### src/ccd_pkg.sv
package ccd_pkg;

  // Field widths of the time and date counters.
  localparam int SEC_W   = 6;
  localparam int MIN_W   = 6;
  localparam int HOUR_W  = 5;
  localparam int DAY_W   = 5;
  localparam int MONTH_W = 4;
  localparam int YEAR_W  = 7;
  localparam int SHIFT_W = 2;

  // Switch-day table layout: six 10-bit entries, start day low, end day high.
  localparam int TABLE_ENTRIES = 6;
  localparam int ENTRY_W       = 10;
  localparam int TABLE_W       = TABLE_ENTRIES * ENTRY_W;
  localparam int ENTRY_IDX_W   = $clog2(TABLE_ENTRIES);

  // Configuration port geometry: 64-bit registers at byte address 8*i.
  localparam int CFG_ADDR_W  = 6;
  localparam int CFG_DATA_W  = 64;
  localparam int CFG_INDEX_W = 3;

  typedef enum logic [CFG_INDEX_W-1:0] {
    CFG_SHIFT_HOURS = 3'd0,
    CFG_START_MONTH = 3'd1,
    CFG_START_HOUR  = 3'd2,
    CFG_END_MONTH   = 3'd3,
    CFG_END_HOUR    = 3'd4,
    CFG_FIRST_YEAR  = 3'd5,
    CFG_DAY_TABLE   = 3'd6
  } ccd_cfg_index_t;

  // Register reset values.
  localparam logic [SHIFT_W-1:0] RST_SHIFT_HOURS = 2'd1;
  localparam logic [MONTH_W-1:0] RST_START_MONTH = 4'd3;
  localparam logic [HOUR_W-1:0]  RST_START_HOUR  = 5'd2;
  localparam logic [MONTH_W-1:0] RST_END_MONTH   = 4'd10;
  localparam logic [HOUR_W-1:0]  RST_END_HOUR    = 5'd3;
  localparam logic [YEAR_W-1:0]  RST_FIRST_YEAR  = 7'd9;

  // Calendar constants.
  localparam logic [SEC_W-1:0]   LAST_SECOND   = 6'd59;
  localparam logic [MIN_W-1:0]   LAST_MINUTE   = 6'd59;
  localparam logic [5:0]         HOURS_PER_DAY = 6'd24;
  localparam logic [4:0]         MONTHS_WRAP   = 5'd13;
  localparam logic [YEAR_W-1:0]  LAST_YEAR     = 7'd99;
  localparam logic [MONTH_W-1:0] FEBRUARY      = 4'd2;

  // Daylight-saving rule taken from the configuration registers.
  typedef struct packed {
    logic [SHIFT_W-1:0] shift;
    logic [MONTH_W-1:0] start_month;
    logic [HOUR_W-1:0]  start_hour;
    logic [MONTH_W-1:0] end_month;
    logic [HOUR_W-1:0]  end_hour;
  } ccd_rule_t;

  // Switch days for the current year; zero means no switch.
  typedef struct packed {
    logic [DAY_W-1:0] start_day;
    logic [DAY_W-1:0] end_day;
  } ccd_days_t;

  typedef struct packed {
    logic [DAY_W-1:0]   day;
    logic [MONTH_W-1:0] month;
    logic [YEAR_W-1:0]  year;
  } ccd_date_t;

  // Outcome of the hourly step.
  typedef struct packed {
    logic [HOUR_W-1:0] hour;
    ccd_date_t         date;
    logic              end_switched;
    logic              rolled;
  } ccd_hour_res_t;

  // Month length; unused month codes count as 31 days.
  function automatic logic [DAY_W-1:0] days_in(input logic [MONTH_W-1:0] month,
                                               input logic [YEAR_W-1:0] year);
    logic [DAY_W-1:0] len;
    unique case (month)
      4'd2:                   len = 5'd28;
      4'd4, 4'd6, 4'd9, 4'd11: len = 5'd30;
      default:                len = 5'd31;
    endcase
    if (month == FEBRUARY && year[1:0] == 2'b00) begin
      len = 5'd29;
    end
    return len;
  endfunction

endpackage

### src/ccd_dst_lookup.sv
module ccd_dst_lookup import ccd_pkg::*; #(
  parameter int DST_YEARS = 6
) (
  input  logic [YEAR_W-1:0]  year,
  input  logic [YEAR_W-1:0]  first_year,
  input  logic [TABLE_W-1:0] day_table,
  output ccd_days_t          days
);

  logic [YEAR_W-1:0] idx;
  logic              in_range;

  // Years before the first entry or past the last one get no switch.
  assign idx      = year - first_year;
  assign in_range = (year >= first_year) && (idx < YEAR_W'(DST_YEARS));

  // Pick this year's entry out of the packed table.
  always_comb begin
    days = '0;
    for (int i = 0; i < TABLE_ENTRIES; i++) begin
      if (in_range && idx[ENTRY_IDX_W-1:0] == ENTRY_IDX_W'(i) &&
          idx[YEAR_W-1:ENTRY_IDX_W] == '0) begin
        days.start_day = day_table[i*ENTRY_W +: DAY_W];
        days.end_day   = day_table[i*ENTRY_W + DAY_W +: DAY_W];
      end
    end
  end

endmodule

### src/ccd_hour_step.sv
module ccd_hour_step import ccd_pkg::*; (
  input  logic [HOUR_W-1:0] hour,
  input  ccd_date_t         date,
  input  logic              end_switched,
  input  ccd_rule_t         rule,
  input  ccd_days_t         days,
  output ccd_hour_res_t     res
);

  logic [5:0]        std_hour;
  logic [5:0]        start_hour;
  logic [5:0]        end_hour;
  logic [5:0]        shift_ext;
  logic              start_hit;
  logic              end_hit;
  logic [5:0]        new_day;
  logic [4:0]        new_month;

  assign shift_ext = {4'd0, rule.shift};

  // Summer-time start adds the shift when the new hour hits the start hour.
  assign start_hit = (date.month == rule.start_month) && (days.start_day != '0) &&
                     (date.day == days.start_day) &&
                     ({1'b0, hour} + 6'd1 == {1'b0, rule.start_hour});
  assign start_hour = {1'b0, hour} + 6'd1 + (start_hit ? shift_ext : 6'd0);

  // Summer-time end removes the shift once per day, saturating at zero.
  assign end_hit = !end_switched && (date.month == rule.end_month) &&
                   (days.end_day != '0) && (date.day == days.end_day) &&
                   (start_hour == {1'b0, rule.end_hour});
  assign end_hour = !end_hit ? start_hour :
                    (start_hour >= shift_ext) ? start_hour - shift_ext : 6'd0;

  assign std_hour  = end_hour;
  assign new_day   = {1'b0, date.day} + 6'd1;
  assign new_month = {1'b0, date.month} + 5'd1;

  // Midnight rollover advances day, month and year.
  always_comb begin
    res.date         = date;
    res.end_switched = end_switched | end_hit;
    res.rolled       = 1'b0;
    res.hour         = std_hour[HOUR_W-1:0];
    if (std_hour >= HOURS_PER_DAY) begin
      res.rolled       = 1'b1;
      res.end_switched = 1'b0;
      res.hour         = HOUR_W'(std_hour - HOURS_PER_DAY);
      res.date.day     = new_day[DAY_W-1:0];
      if (new_day > {1'b0, days_in(date.month, date.year)}) begin
        res.date.day   = 5'd1;
        res.date.month = new_month[MONTH_W-1:0];
        if (new_month >= MONTHS_WRAP) begin
          res.date.month = 4'd1;
          res.date.year  = (date.year >= LAST_YEAR) ? '0 : date.year + 7'd1;
        end
      end
    end
  end

endmodule

### src/calendar_clock_with_dst_top.sv
// Real-time clock calendar with a daylight-saving switch. Every accepted word
// is either a one-second tick or a load of time and date, and each one gives
// exactly one result word with the counters after it, a day-rollover pulse
// (use it as the save trigger) and the "summer time ended today" flag. A word
// is taken whenever the result register is empty or drains: the whole update
// is one pass of compare and increment logic from the counter registers into
// the result register, so the rate is one word per cycle unless the receiver
// stalls. The input side keeps taking words while a result waits, as long as
// that result leaves the output register in the same cycle. Switch days for
// up to DST_YEARS years sit in a packed 60-bit register; other years never
// switch. All registers are 64 bits wide at byte address 8*i; the user must
// write them only while the block is idle, which the block does not enforce.
module calendar_clock_with_dst_top import ccd_pkg::*; #(
  parameter int DST_YEARS = 6
) (
  input  logic                  clk,
  input  logic                  rst_n,
  input  logic                  psel,
  input  logic                  penable,
  input  logic                  pwrite,
  input  logic [CFG_ADDR_W-1:0] paddr,
  input  logic [CFG_DATA_W-1:0] pwdata,
  output logic [CFG_DATA_W-1:0] prdata,
  output logic                  pready,
  input  logic                  in_valid,
  output logic                  in_ready,
  input  logic                  in_kind,
  input  logic [SEC_W-1:0]      in_load_second,
  input  logic [MIN_W-1:0]      in_load_minute,
  input  logic [HOUR_W-1:0]     in_load_hour,
  input  logic [DAY_W-1:0]      in_load_day,
  input  logic [MONTH_W-1:0]    in_load_month,
  input  logic [YEAR_W-1:0]     in_load_year,
  output logic                  out_valid,
  input  logic                  out_ready,
  output logic [SEC_W-1:0]      out_second,
  output logic [MIN_W-1:0]      out_minute,
  output logic [HOUR_W-1:0]     out_hour,
  output logic [DAY_W-1:0]      out_day,
  output logic [MONTH_W-1:0]    out_month,
  output logic [YEAR_W-1:0]     out_year,
  output logic                  out_day_rolled,
  output logic                  out_dst_end_done
);

  ccd_rule_t           rule_r;
  logic [YEAR_W-1:0]   first_year_r;
  logic [TABLE_W-1:0]  day_table_r;

  logic [SEC_W-1:0]    sec_r, sec_nxt;
  logic [MIN_W-1:0]    min_r, min_nxt;
  logic [HOUR_W-1:0]   hour_r, hour_nxt;
  ccd_date_t           date_r, date_nxt;
  logic                end_sw_r, end_sw_nxt;
  logic                rolled_nxt;

  logic                out_valid_r;
  logic [SEC_W-1:0]    out_sec_r;
  logic [MIN_W-1:0]    out_min_r;
  logic [HOUR_W-1:0]   out_hour_r;
  ccd_date_t           out_date_r;
  logic                out_rolled_r;
  logic                out_end_r;

  logic                cfg_wr;
  logic                accept;
  ccd_cfg_index_t      cfg_idx;
  ccd_days_t           days;
  ccd_hour_res_t       hour_res;

  assign pready  = 1'b1;
  assign cfg_wr  = psel && penable && pwrite;
  assign cfg_idx = ccd_cfg_index_t'(paddr[CFG_ADDR_W-1:CFG_ADDR_W-CFG_INDEX_W]);

  // Configuration writes.
  always_ff @(posedge clk) begin
    if (!rst_n) begin
      rule_r.shift       <= RST_SHIFT_HOURS;
      rule_r.start_month <= RST_START_MONTH;
      rule_r.start_hour  <= RST_START_HOUR;
      rule_r.end_month   <= RST_END_MONTH;
      rule_r.end_hour    <= RST_END_HOUR;
      first_year_r       <= RST_FIRST_YEAR;
      day_table_r        <= '0;
    end else if (cfg_wr) begin
      unique case (cfg_idx)
        CFG_SHIFT_HOURS: rule_r.shift       <= pwdata[SHIFT_W-1:0];
        CFG_START_MONTH: rule_r.start_month <= pwdata[MONTH_W-1:0];
        CFG_START_HOUR:  rule_r.start_hour  <= pwdata[HOUR_W-1:0];
        CFG_END_MONTH:   rule_r.end_month   <= pwdata[MONTH_W-1:0];
        CFG_END_HOUR:    rule_r.end_hour    <= pwdata[HOUR_W-1:0];
        CFG_FIRST_YEAR:  first_year_r       <= pwdata[YEAR_W-1:0];
        CFG_DAY_TABLE:   day_table_r        <= pwdata[TABLE_W-1:0];
        default: ;
      endcase
    end
  end

  // Register readback.
  always_comb begin
    prdata = '0;
    unique case (cfg_idx)
      CFG_SHIFT_HOURS: prdata = CFG_DATA_W'(rule_r.shift);
      CFG_START_MONTH: prdata = CFG_DATA_W'(rule_r.start_month);
      CFG_START_HOUR:  prdata = CFG_DATA_W'(rule_r.start_hour);
      CFG_END_MONTH:   prdata = CFG_DATA_W'(rule_r.end_month);
      CFG_END_HOUR:    prdata = CFG_DATA_W'(rule_r.end_hour);
      CFG_FIRST_YEAR:  prdata = CFG_DATA_W'(first_year_r);
      CFG_DAY_TABLE:   prdata = CFG_DATA_W'(day_table_r);
      default:         prdata = '0;
    endcase
  end

  ccd_dst_lookup #(.DST_YEARS(DST_YEARS)) u_lookup (
    .year       (date_r.year),
    .first_year (first_year_r),
    .day_table  (day_table_r),
    .days       (days)
  );

  ccd_hour_step u_hour (
    .hour         (hour_r),
    .date         (date_r),
    .end_switched (end_sw_r),
    .rule         (rule_r),
    .days         (days),
    .res          (hour_res)
  );

  // Tick or load: next counter values.
  always_comb begin
    sec_nxt    = sec_r;
    min_nxt    = min_r;
    hour_nxt   = hour_r;
    date_nxt   = date_r;
    end_sw_nxt = end_sw_r;
    rolled_nxt = 1'b0;
    if (in_kind) begin
      sec_nxt       = in_load_second;
      min_nxt       = in_load_minute;
      hour_nxt      = in_load_hour;
      date_nxt.day  = in_load_day;
      date_nxt.month = in_load_month;
      date_nxt.year = in_load_year;
    end else if (sec_r >= LAST_SECOND) begin
      sec_nxt = '0;
      if (min_r >= LAST_MINUTE) begin
        min_nxt    = '0;
        hour_nxt   = hour_res.hour;
        date_nxt   = hour_res.date;
        end_sw_nxt = hour_res.end_switched;
        rolled_nxt = hour_res.rolled;
      end else begin
        min_nxt = min_r + 6'd1;
      end
    end else begin
      sec_nxt = sec_r + 6'd1;
    end
  end

  assign in_ready = !out_valid_r || out_ready;
  assign accept   = in_valid && in_ready;

  // Counter state.
  always_ff @(posedge clk) begin
    if (!rst_n) begin
      sec_r          <= '0;
      min_r          <= '0;
      hour_r         <= '0;
      date_r.day     <= 5'd1;
      date_r.month   <= 4'd1;
      date_r.year    <= '0;
      end_sw_r       <= 1'b0;
    end else if (accept) begin
      sec_r    <= sec_nxt;
      min_r    <= min_nxt;
      hour_r   <= hour_nxt;
      date_r   <= date_nxt;
      end_sw_r <= end_sw_nxt;
    end
  end

  // Result register.
  always_ff @(posedge clk) begin
    if (!rst_n) begin
      out_valid_r <= 1'b0;
    end else if (in_ready) begin
      out_valid_r <= in_valid;
    end
  end

  always_ff @(posedge clk) begin
    if (accept) begin
      out_sec_r    <= sec_nxt;
      out_min_r    <= min_nxt;
      out_hour_r   <= hour_nxt;
      out_date_r   <= date_nxt;
      out_rolled_r <= rolled_nxt;
      out_end_r    <= end_sw_nxt;
    end
  end

  assign out_valid        = out_valid_r;
  assign out_second       = out_sec_r;
  assign out_minute       = out_min_r;
  assign out_hour         = out_hour_r;
  assign out_day          = out_date_r.day;
  assign out_month        = out_date_r.month;
  assign out_year         = out_date_r.year;
  assign out_day_rolled   = out_rolled_r;
  assign out_dst_end_done = out_end_r;

endmodule

### config.mk
export PLATFORM = sky130hd
export DESIGN_NAME = calendar_clock_with_dst_top
export DESIGN_NICKNAME = d
export VERILOG_FILES = /design/src/ccd_pkg.sv /design/src/ccd_dst_lookup.sv /design/src/ccd_hour_step.sv /design/src/calendar_clock_with_dst_top.sv
export SDC_FILE = /design/constraint.sdc
export NUM_CORES = 1
export LEC_CHECK = 0
export CAP_MARGIN = 0
export CORE_MARGIN = 1.5
export CORE_UTILIZATION = 50
export CTS_BUF_LIST = sky130_fd_sc_hd__clkbuf_2 sky130_fd_sc_hd__clkbuf_4 sky130_fd_sc_hd__clkbuf_8
export CTS_CLUSTER_DIAMETER = 80
export DETAILED_ROUTE_END_ITERATION = 6
export DONT_BUFFER_PORTS = 1
export HOLD_SLACK_MARGIN = 0.15
export MAX_ROUTING_LAYER = met4
export SYNTH_ARGS = -nofsm -noshare
export SYNTH_HDL_FRONTEND = slang
export SYNTH_SLANG_ARGS = --single-unit
### constraint.sdc
create_clock -name clk -period 7.4 [get_ports clk]
set_input_delay 0.74 -clock clk [delete_from_list [all_inputs] [get_ports clk]]
set_output_delay 0.74 -clock clk [all_outputs]
set_load 0.02 [all_outputs]
==> metrics, run 1 <==
result of the run=completed; type of element capturing the critical path=register; Arr. time, crit path=7.08 ns; Chip Height=143 µm; final setup vio count=0; proportion of layout cells with a drive suffix above 1=8.36%; global-route wire length before repair=43600 µm; number of buffers on the longest clock path=2; average wire per standard cell=19.7 µm; Mean Syn Cell Area=8.17 µm²; number of vias per cell=6.02; top cells by area in the synthesized netlist=sky130_fd_sc_hd__dfxtp_1 25%, sky130_fd_sc_hd__edfxtp_1 11%, sky130_fd_sc_hd__nand2_1 8.1%, sky130_fd_sc_hd__a21oi_1 6.0%, sky130_fd_sc_hd__mux2i_1 5.6%; number of synthesized flops with an enable pin=35; nets@finish=1272; cell chosen for the clock root=sky130_fd_sc_hd__clkbuf_8; leading cell type in the layout, fill and taps excluded=sky130_fd_sc_hd__nand2_1; wire length reported by the detailed router=27700 µm; first-pass iteration count of the detailed router=5; launching point of the worst reg2reg path=date_r[0]; category of the worst setup path launch point=register; maximum frequency from static timing analysis=146 MHz; cells traversed along the worst timing path=inv_1, ha_1, inv_1, fa_2, mux4_2, a21oi_1, nor2b_1, nor2_1, o32ai_1, nand3_1, nor2_1, ha_1, fa_1, xor2_1, nor4_1, nand3_1, and4bb_1, o311ai_0, o41ai_2, o21ba_2, nor3_4, buf_4, mux2i_1, o31ai_1; library cells used by synthesis=90; Clk network pwr share=35.8%; Final TNS setup=0 ns; cell count after synthesis=1192; largest net degree at the start of global routing=78; number of placement rows=50; placer congestion estimate=0.856; TritonCTS clock tree=yes; area share of the leading cell type in the synthesized netlist=25.1%; Worst EP required=7.63 ns; Worst Path Class, Setup=register to register; area occupied by multi-input gates=5730 µm²; DIE AREA=20300 µm²; number of global-route vias before repair=7879; worst min-delay path endpoint=rule_r[8]; leak pwr=3.78 nW; worst hold path startpoint=rst_n; share of flip-flops with an asynchronous set or reset after synthesis=0%; top library cells by usage in the layout, fill and taps aside=211 x sky130_fd_sc_hd__nand2_1, 122 x sky130_fd_sc_hd__dfxtp_1, 117 x sky130_fd_sc_hd__a21oi_1; H-Tree Depth=4; final-report hold violation count=0; fraction of the yosys area taken by sequential cells=35.9%; Syn-to-layout area delta=4.76%; number of antenna violations at the first check in global routing=1; x dimension of the die=143 µm; Filler Cells Inserted=1824; Tot GR Track Use=28.4%; net switching component of the power=0.555 mW; total chip power=1.87 mW; DRC Markers=0; total count of max-transition violations in the final report=0; starting density of the core=51.5%; switching fraction of total power=29.8%; worst reg2reg endpoint=out_year[5]; Final Skew=0.0170 ns; CTS sink count=157; placeable core area=18900 µm²; Slew Limit Headroom=25.8%; reg-to-reg slack, setup=0.55 ns; period utilisation layout=92.6%; area taken by flip-flops and latches=3490 µm²; HPWL Detailed=19600 µm; standard cell with the maximum stage delay on the critical path=sky130_fd_sc_hd__fa_2; Tightest Hold Check Type=input pin to register; count of boundary I/O pins=213; number of cells on the worst reg-to-reg path=24; cell count of the worst hold path=1; post-synthesis sequential element count=157; total internal power=1.31 mW; reported max-cap violation count=0; Clock Latency Late Sink=0.47 ns; Largest stage delay, worst path=0.70 ns; proportion of power drawn by combinational gates=12.5%; total global routing overflow=0; clock slew seen by the registers of the worst setup and hold paths=0.09 ns; area of the mapped netlist=9730 µm²; Pwr per Cell Area=183 nW/µm²; cell accounting for the most synthesized area=sky130_fd_sc_hd__dfxtp_1; final critical-path required period=6.85 ns; vias after detailed routing=8481; measured slew at the worst slew-check pin=1.11 ns; crit path max fanout=11; RSZ-0062 raised after global routing=false; worst IR drop on VDD=105 µV; count of nets left with antenna violations after detail routing=0; number of warnings reported in the yosys synthesis log=0; most used flip-flop cell after synthesis=sky130_fd_sc_hd__dfxtp_1; quantity of I/O buffers inserted on ports=0; register share of total power=51.6%; number of buffers added by the clock tree synthesis step=17; Starting DRT DRC Count=728
-- worst max-delay path, delay by kind of cell (launching register included) --
family	cells	cell delay (ns)
xor gates and xnor gates	1	0.18
muxes	2	0.72
buffers and inverters	3	0.46
adders and majority gates	4	1.64
DFF	1	0.38
AOI/OAI and AO/OA	6	1.62
and+or+nand+nor	8	1.60
-- per-layer routing --
metal  GRT usage (%)  wire length (µm)
met1            37.8             12400
met2            44.1             12900
met3            5.15              1940
met4            8.52               516
met5               -                 0
-- repair_timing --
item | in CTS | in global routing
gates resized for setup | 0 | 1
hold buffers | 0 | 0
buffers inserted | 0 | 2
endpoints found under the setup margin | 0 | 10
-- cell type report --
| class | count | share of cell area, % |
|---|---|---|
| repair buffers | 18 | 1.33 |
| clock buffers | 18 | 2.37 |
| clock inverters | 14 | 1.53 |
| well taps | 260 | 3.19 |
| multi-input cells | 911 | 56.2 |
| flip-flops and latches | 157 | 34.3 |
| inverters | 30 | 1.12 |
| diodes | 1 | 0.0245 |
-- Yosys cell counts (5+ instances only) --
cell type,instances
sky130_fd_sc_hd__nor2b_1,13
sky130_fd_sc_hd__nand2b_1,8
sky130_fd_sc_hd__clkbuf_1,76
sky130_fd_sc_hd__a21boi_0,5
sky130_fd_sc_hd__a22oi_1,8
sky130_fd_sc_hd__edfxtp_1,35
sky130_fd_sc_hd__nor4_1,7
sky130_fd_sc_hd__o31ai_1,14
sky130_fd_sc_hd__buf_1,5
sky130_fd_sc_hd__a31oi_1,15
sky130_fd_sc_hd__o21ai_0,50
sky130_fd_sc_hd__nand2_1,211
sky130_fd_sc_hd__xnor2_1,16
sky130_fd_sc_hd__inv_1,28
sky130_fd_sc_hd__xor2_1,19
sky130_fd_sc_hd__a21oi_1,117
sky130_fd_sc_hd__a211oi_1,5
sky130_fd_sc_hd__nor2_1,73
sky130_fd_sc_hd__mux4_2,6
sky130_fd_sc_hd__and2_1,8
sky130_fd_sc_hd__mux2_2,10
sky130_fd_sc_hd__and3_1,64
sky130_fd_sc_hd__ha_1,23
sky130_fd_sc_hd__nor3_1,23
sky130_fd_sc_hd__nand3_1,27
sky130_fd_sc_hd__buf_2,7
sky130_fd_sc_hd__a21o_1,6
sky130_fd_sc_hd__buf_4,5
sky130_fd_sc_hd__mux2i_1,54
sky130_fd_sc_hd__nor3b_1,8
sky130_fd_sc_hd__o211ai_1,7
sky130_fd_sc_hd__dfxtp_1,122
sky130_fd_sc_hd__o21a_1,8
-- stage by stage --
step | area, µm² | worst slack, ns | hold WS [ns] | std cells | util, %
global placement | 9780 | 0.510 | 0.452 | 1374 | 51.8
floorplan | 9750 | 0.946 | 0.441 | 1195 | -
finish | 10200 | 0.551 | 0.343 | 1409 | 54.0
detailed placement | 9780 | 0.426 | 0.461 | 1374 | 51.8
CTS | 10200 | 0.369 | 0.316 | 1406 | 53.9
global route | 10200 | 0.0789 | 0.309 | 1409 | 54.0
-- worst max path at each step --
stage                        endpoint  slack, ns  startpoint
final                     out_year[5]       0.55   date_r[0]
after detailed placement    date_r[2]       0.43   date_r[0]
after floorplan           out_year[1]       0.95   date_r[0]
after CTS                   date_r[2]       0.37   date_r[0]
after global placement      date_r[3]       0.51   date_r[0]
after global routing      out_year[5]       0.08   date_r[0]
-- registers in the layout (all words and copies together), names as in the netlist --
name and cells:
day_table_r 60, rule_r 20, date_r 16, first_year_r 7, out_year 7, min_r 6
out_minute 6, out_second 6, sec_r 6, hour_r 5, out_day 5, out_hour 5
out_month 4, end_sw_r 1, out_day_rolled 1, out_dst_end_done 1, out_valid 1
-- kinds of logic (layout without fill, tap and decap cells) --
group | Yosys count | in the layout | synth area share [%]
simple gates | 473 | 473 | 23.5
compound gates | 299 | 299 | 19.6
flops | 157 | 157 | 35.9
buf+inv | 127 | 80 | 5.49
mux | 70 | 70 | 8.10
xor+xnor | 38 | 38 | 3.79
fa+ha+maj | 26 | 26 | 3.57
other cells | 2 | 6 | 0.0771
-- power by group through the flow --
stage / Clock (mW) / Combinational, mW / Sequential (mW)
2_1_floorplan: 0 / 0.213 / 0.962
3_3_place_gp: 0 / 0.229 / 0.983
3_5_place_dp: 0 / 0.231 / 0.983
4_1_cts: 0.683 / 0.233 / 0.963
5_1_grt: 0.719 / 0.261 / 0.969
6_report: 0.669 / 0.233 / 0.963
Note: power is estimated with default switching activity, not from simulation.
==> run 2, diff against run 1 <==
--- a/config.mk
+++ b/config.mk
@@ -5,6 +5,7 @@
 export SDC_FILE = /design/constraint.sdc
 export NUM_CORES = 1
 export LEC_CHECK = 0
+export ABC_AREA = 1
 export CAP_MARGIN = 0
 export CORE_MARGIN = 1.5
 export CORE_UTILIZATION = 50
==> run 2 against run 1 <==
  * Maximum frequency is 0.51% higher
  * Synthesized cell count is 8.6% higher
  * Combinational power is 11% higher
  * Area after synthesis is 6.4% lower
  * Clock skew is 0.0031 ns lower
  * Global-route usage is 1.9 points lower
  * Routed wire length is 12% lower
  * Hold slack better by 0.059 ns
  * Clock power is 7.0% higher
  * Non-clock buffer count is 2 higher
  * Cell area is 4.2% lower
  * Worst setup slack better by 0.034 ns
==> metrics, run 2 <==
Largest regs=day_table_r x60, rule_r x20, date_r x16; first-pass iteration count of the detailed router=5; number of buffers on the longest clock path=2; final setup vio count=0; fraction of met1 tracks used by global routing=34.0%; Most Used Layer, Global Route=met2; nets@finish=1415; final critical-path required period=6.82 ns; total global routing overflow=0; placeable core area=17900 µm²; fraction of the yosys area taken by sequential cells=38.3%; # Post-CTS Setup Buffers=0; DIE AREA=19000 µm²; launching point of the worst reg2reg path=date_r[0]; Tot GR Track Use=26.5%; count of nets left with antenna violations after detail routing=0; HPWL Detailed=18300 µm; x dimension of the die=138 µm; final-report hold violation count=0; H-Tree Depth=4; Final Skew=0.0139 ns; cell chosen for the clock root=sky130_fd_sc_hd__clkbuf_8; number of global-route vias before repair=7650; Chip Height=138 µm; proportion of layout cells with a drive suffix above 1=7.60%; top cells by area in the synthesized netlist=sky130_fd_sc_hd__dfxtp_1 27%, sky130_fd_sc_hd__edfxtp_1 12%, sky130_fd_sc_hd__inv_1 8.5%, sky130_fd_sc_hd__o21ai_0 7.5%, sky130_fd_sc_hd__nand2_1 7.3%; library cells used by synthesis=54; reg-to-reg slack, setup=0.58 ns; Clock Latency Late Sink=0.46 ns; Pwr per Cell Area=199 nW/µm²; area of the mapped netlist=9110 µm²; vias after detailed routing=8313; worst reg2reg endpoint=date_r[4]; met3 track demand over resource in global routing=5.40%; post-cts repair resize count=0; Starting DRT DRC Count=484; number of placement rows=49; capturing element of the worst setup path=date_r[4]; RSZ-0062 raised after global routing=false; number of antenna violations at the first check in global routing=0; Mean Syn Cell Area=7.04 µm²; top library cells by usage in the layout, fill and taps aside=204 x sky130_fd_sc_hd__inv_1, 177 x sky130_fd_sc_hd__nand2_1, 136 x sky130_fd_sc_hd__o21ai_0; area share of the leading cell type in the synthesized netlist=26.8%; wire length reported by the detailed router=24500 µm; largest net degree at the start of global routing=94; share of flip-flops with an asynchronous set or reset after synthesis=0%; number of cells on the worst reg-to-reg path=47; count of inserted antenna diode cells=0; most used flip-flop cell after synthesis=sky130_fd_sc_hd__dfxtp_1; number of cells on the critical path=47; global-route wire length before repair=39800 µm; Largest stage delay, worst path=0.38 ns; cell accounting for the most synthesized area=sky130_fd_sc_hd__dfxtp_1; Final TNS setup=0 ns; Slew Limit Headroom=18.8%; quantity of I/O buffers inserted on ports=0; met2 layer usage reported by global route=42.2%; number of buffer and inverter instances along the worst setup path=7; reported max-cap violation count=0; Worst Path Class, Setup=register to register; type of element capturing the critical path=register; DRC Markers=0; largest register by flop count=day_table_r; Syn-to-layout area delta=7.15%; cell count of the worst hold path=2; maximum frequency from static timing analysis=147 MHz; Arr. time, crit path=7.17 ns; total count of max-transition violations in the final report=0; total chip power=1.94 mW; standard cell with the maximum stage delay on the critical path=sky130_fd_sc_hd__fa_1; number of flip-flops in the largest register=60; number of warnings reported in the yosys synthesis log=0; worst IR drop on VDD=108 µV; Worst path top cell family by delay=simple AND/OR/NAND/NOR gates; final core utilization=54.6%; TritonCTS clock tree=yes; number of synthesized flops with an enable pin=35; category of the worst setup path launch point=register; most numerous cell in the Yosys netlist=sky130_fd_sc_hd__inv_1; count of boundary I/O pins=213; leading cell type in the layout, fill and taps excluded=sky130_fd_sc_hd__inv_1; number of vias per cell=5.48; Hold-fix buffers, CTS=0; measured slew at the worst slew-check pin=1.21 ns; crit path max fanout=10; cell count after synthesis=1295; starting density of the core=50.9%; post-synthesis sequential element count=157; period utilisation layout=92.1%; Worst EP required=7.76 ns; leak pwr=4.17 nW; average wire per standard cell=16.2 µm; result of the run=completed; clock slew seen by the registers of the worst setup and hold paths=0.08 ns; cell repeated most along the worst path=sky130_fd_sc_hd__nand2_1; worst setup path startpoint=date_r[0]; CTS sink count=157; number of buffers added by the clock tree synthesis step=17; most numerous cell types in the synthesized netlist=206 x sky130_fd_sc_hd__inv_1, 177 x sky130_fd_sc_hd__nand2_1, 136 x sky130_fd_sc_hd__o21ai_0, 134 x sky130_fd_sc_hd__nor2_1, 129 x sky130_fd_sc_hd__a21oi_1; placer congestion estimate=0.877; Tightest Hold Check Type=input pin to register; Filler Cells Inserted=1815
-- run 2: cell count changes in the layout (fill, tap and decap cells not counted), sizes merged, moves of 10 or more --
| cell | delta |
|---|---|
| nand2 | -26 |
| mux2i | -54 |
| a31oi | -12 |
| o21ai | +92 |
| nor2 | +69 |
| inv | +180 |
| mux2 | -10 |
| nand4 | +29 |
| nand3 | +52 |
| and3 | -64 |
| o22ai | +10 |
| nor2b | -13 |
| a21oi | +12 |
| o31ai | -14 |
-- run 2: how the worst min path moves through the flow --
stage	start	endpoint	slack, ns
after floorplan	day_table_r[24]	day_table_r[24]	0.44
after global placement	day_table_r[53]	day_table_r[53]	0.46
after detailed placement	day_table_r[53]	day_table_r[53]	0.46
after CTS	rst_n	rule_r[15]	0.36
after global routing	pwdata[1]	rule_r[10]	0.38
final	pwdata[1]	rule_r[10]	0.40
-- run 2: worst reg2reg max path, delay by kind of cell (launching register included) --
| kind | cells | cell delay, ns |
|---|---|---|
| DFF | 1 | 0.36 |
| adders and majority gates | 4 | 1.11 |
| and+or+nand+nor | 29 | 3.46 |
| buffers and inverters | 7 | 0.71 |
| AOI/OAI and AO/OA | 7 | 1.09 |
-- run 2: cells by family after synthesis --
group | synth area share, %
AOI/OAI and AO/OA | 19.7
and+or+nand+nor | 23.7
DFF | 38.3
xor gates and xnor gates | 2.59
buffers and inverters | 11.8
adders and majority gates | 3.82
other | 0.0824
-- run 2: where the power goes --
part,internal (mW),switching (mW)
combinational,0.0914,0.168
clock,0.402,0.314
sequential,0.917,0.0516
total,1.41,0.533
-- run 2: area by class of cell --
cell class	count	area [µm²]	share of cell area (%)
tap	229	287	2.93
inverter	217	815	8.34
clock buffer	23	298	3.05
timing repair buffer	20	150	1.54
clock inverter	7	139	1.42
multi-input combinational	865	4590	47.0
sequential	157	3490	35.8
-- run 2: per-stage QoR --
stage	instances	area, µm²	worst slack, ns	hold slack (ns)
after global placement	1488	9300	0.416	0.456
final	1518	9770	0.585	0.402
after floorplan	1298	9130	1.55	0.444
after global routing	1518	9770	0.0400	0.377
after detailed placement	1488	9300	0.297	0.460
after CTS	1518	9740	0.286	0.359
-- run 2: metal layers --
layer | part of all wire, % | vias up
met2 | 47 | 275
met5 | 0 | -
met1 | 45 | 3754
li1 | - | 4256
met3 | 6.3 | 28
met4 | 2.2 | 0
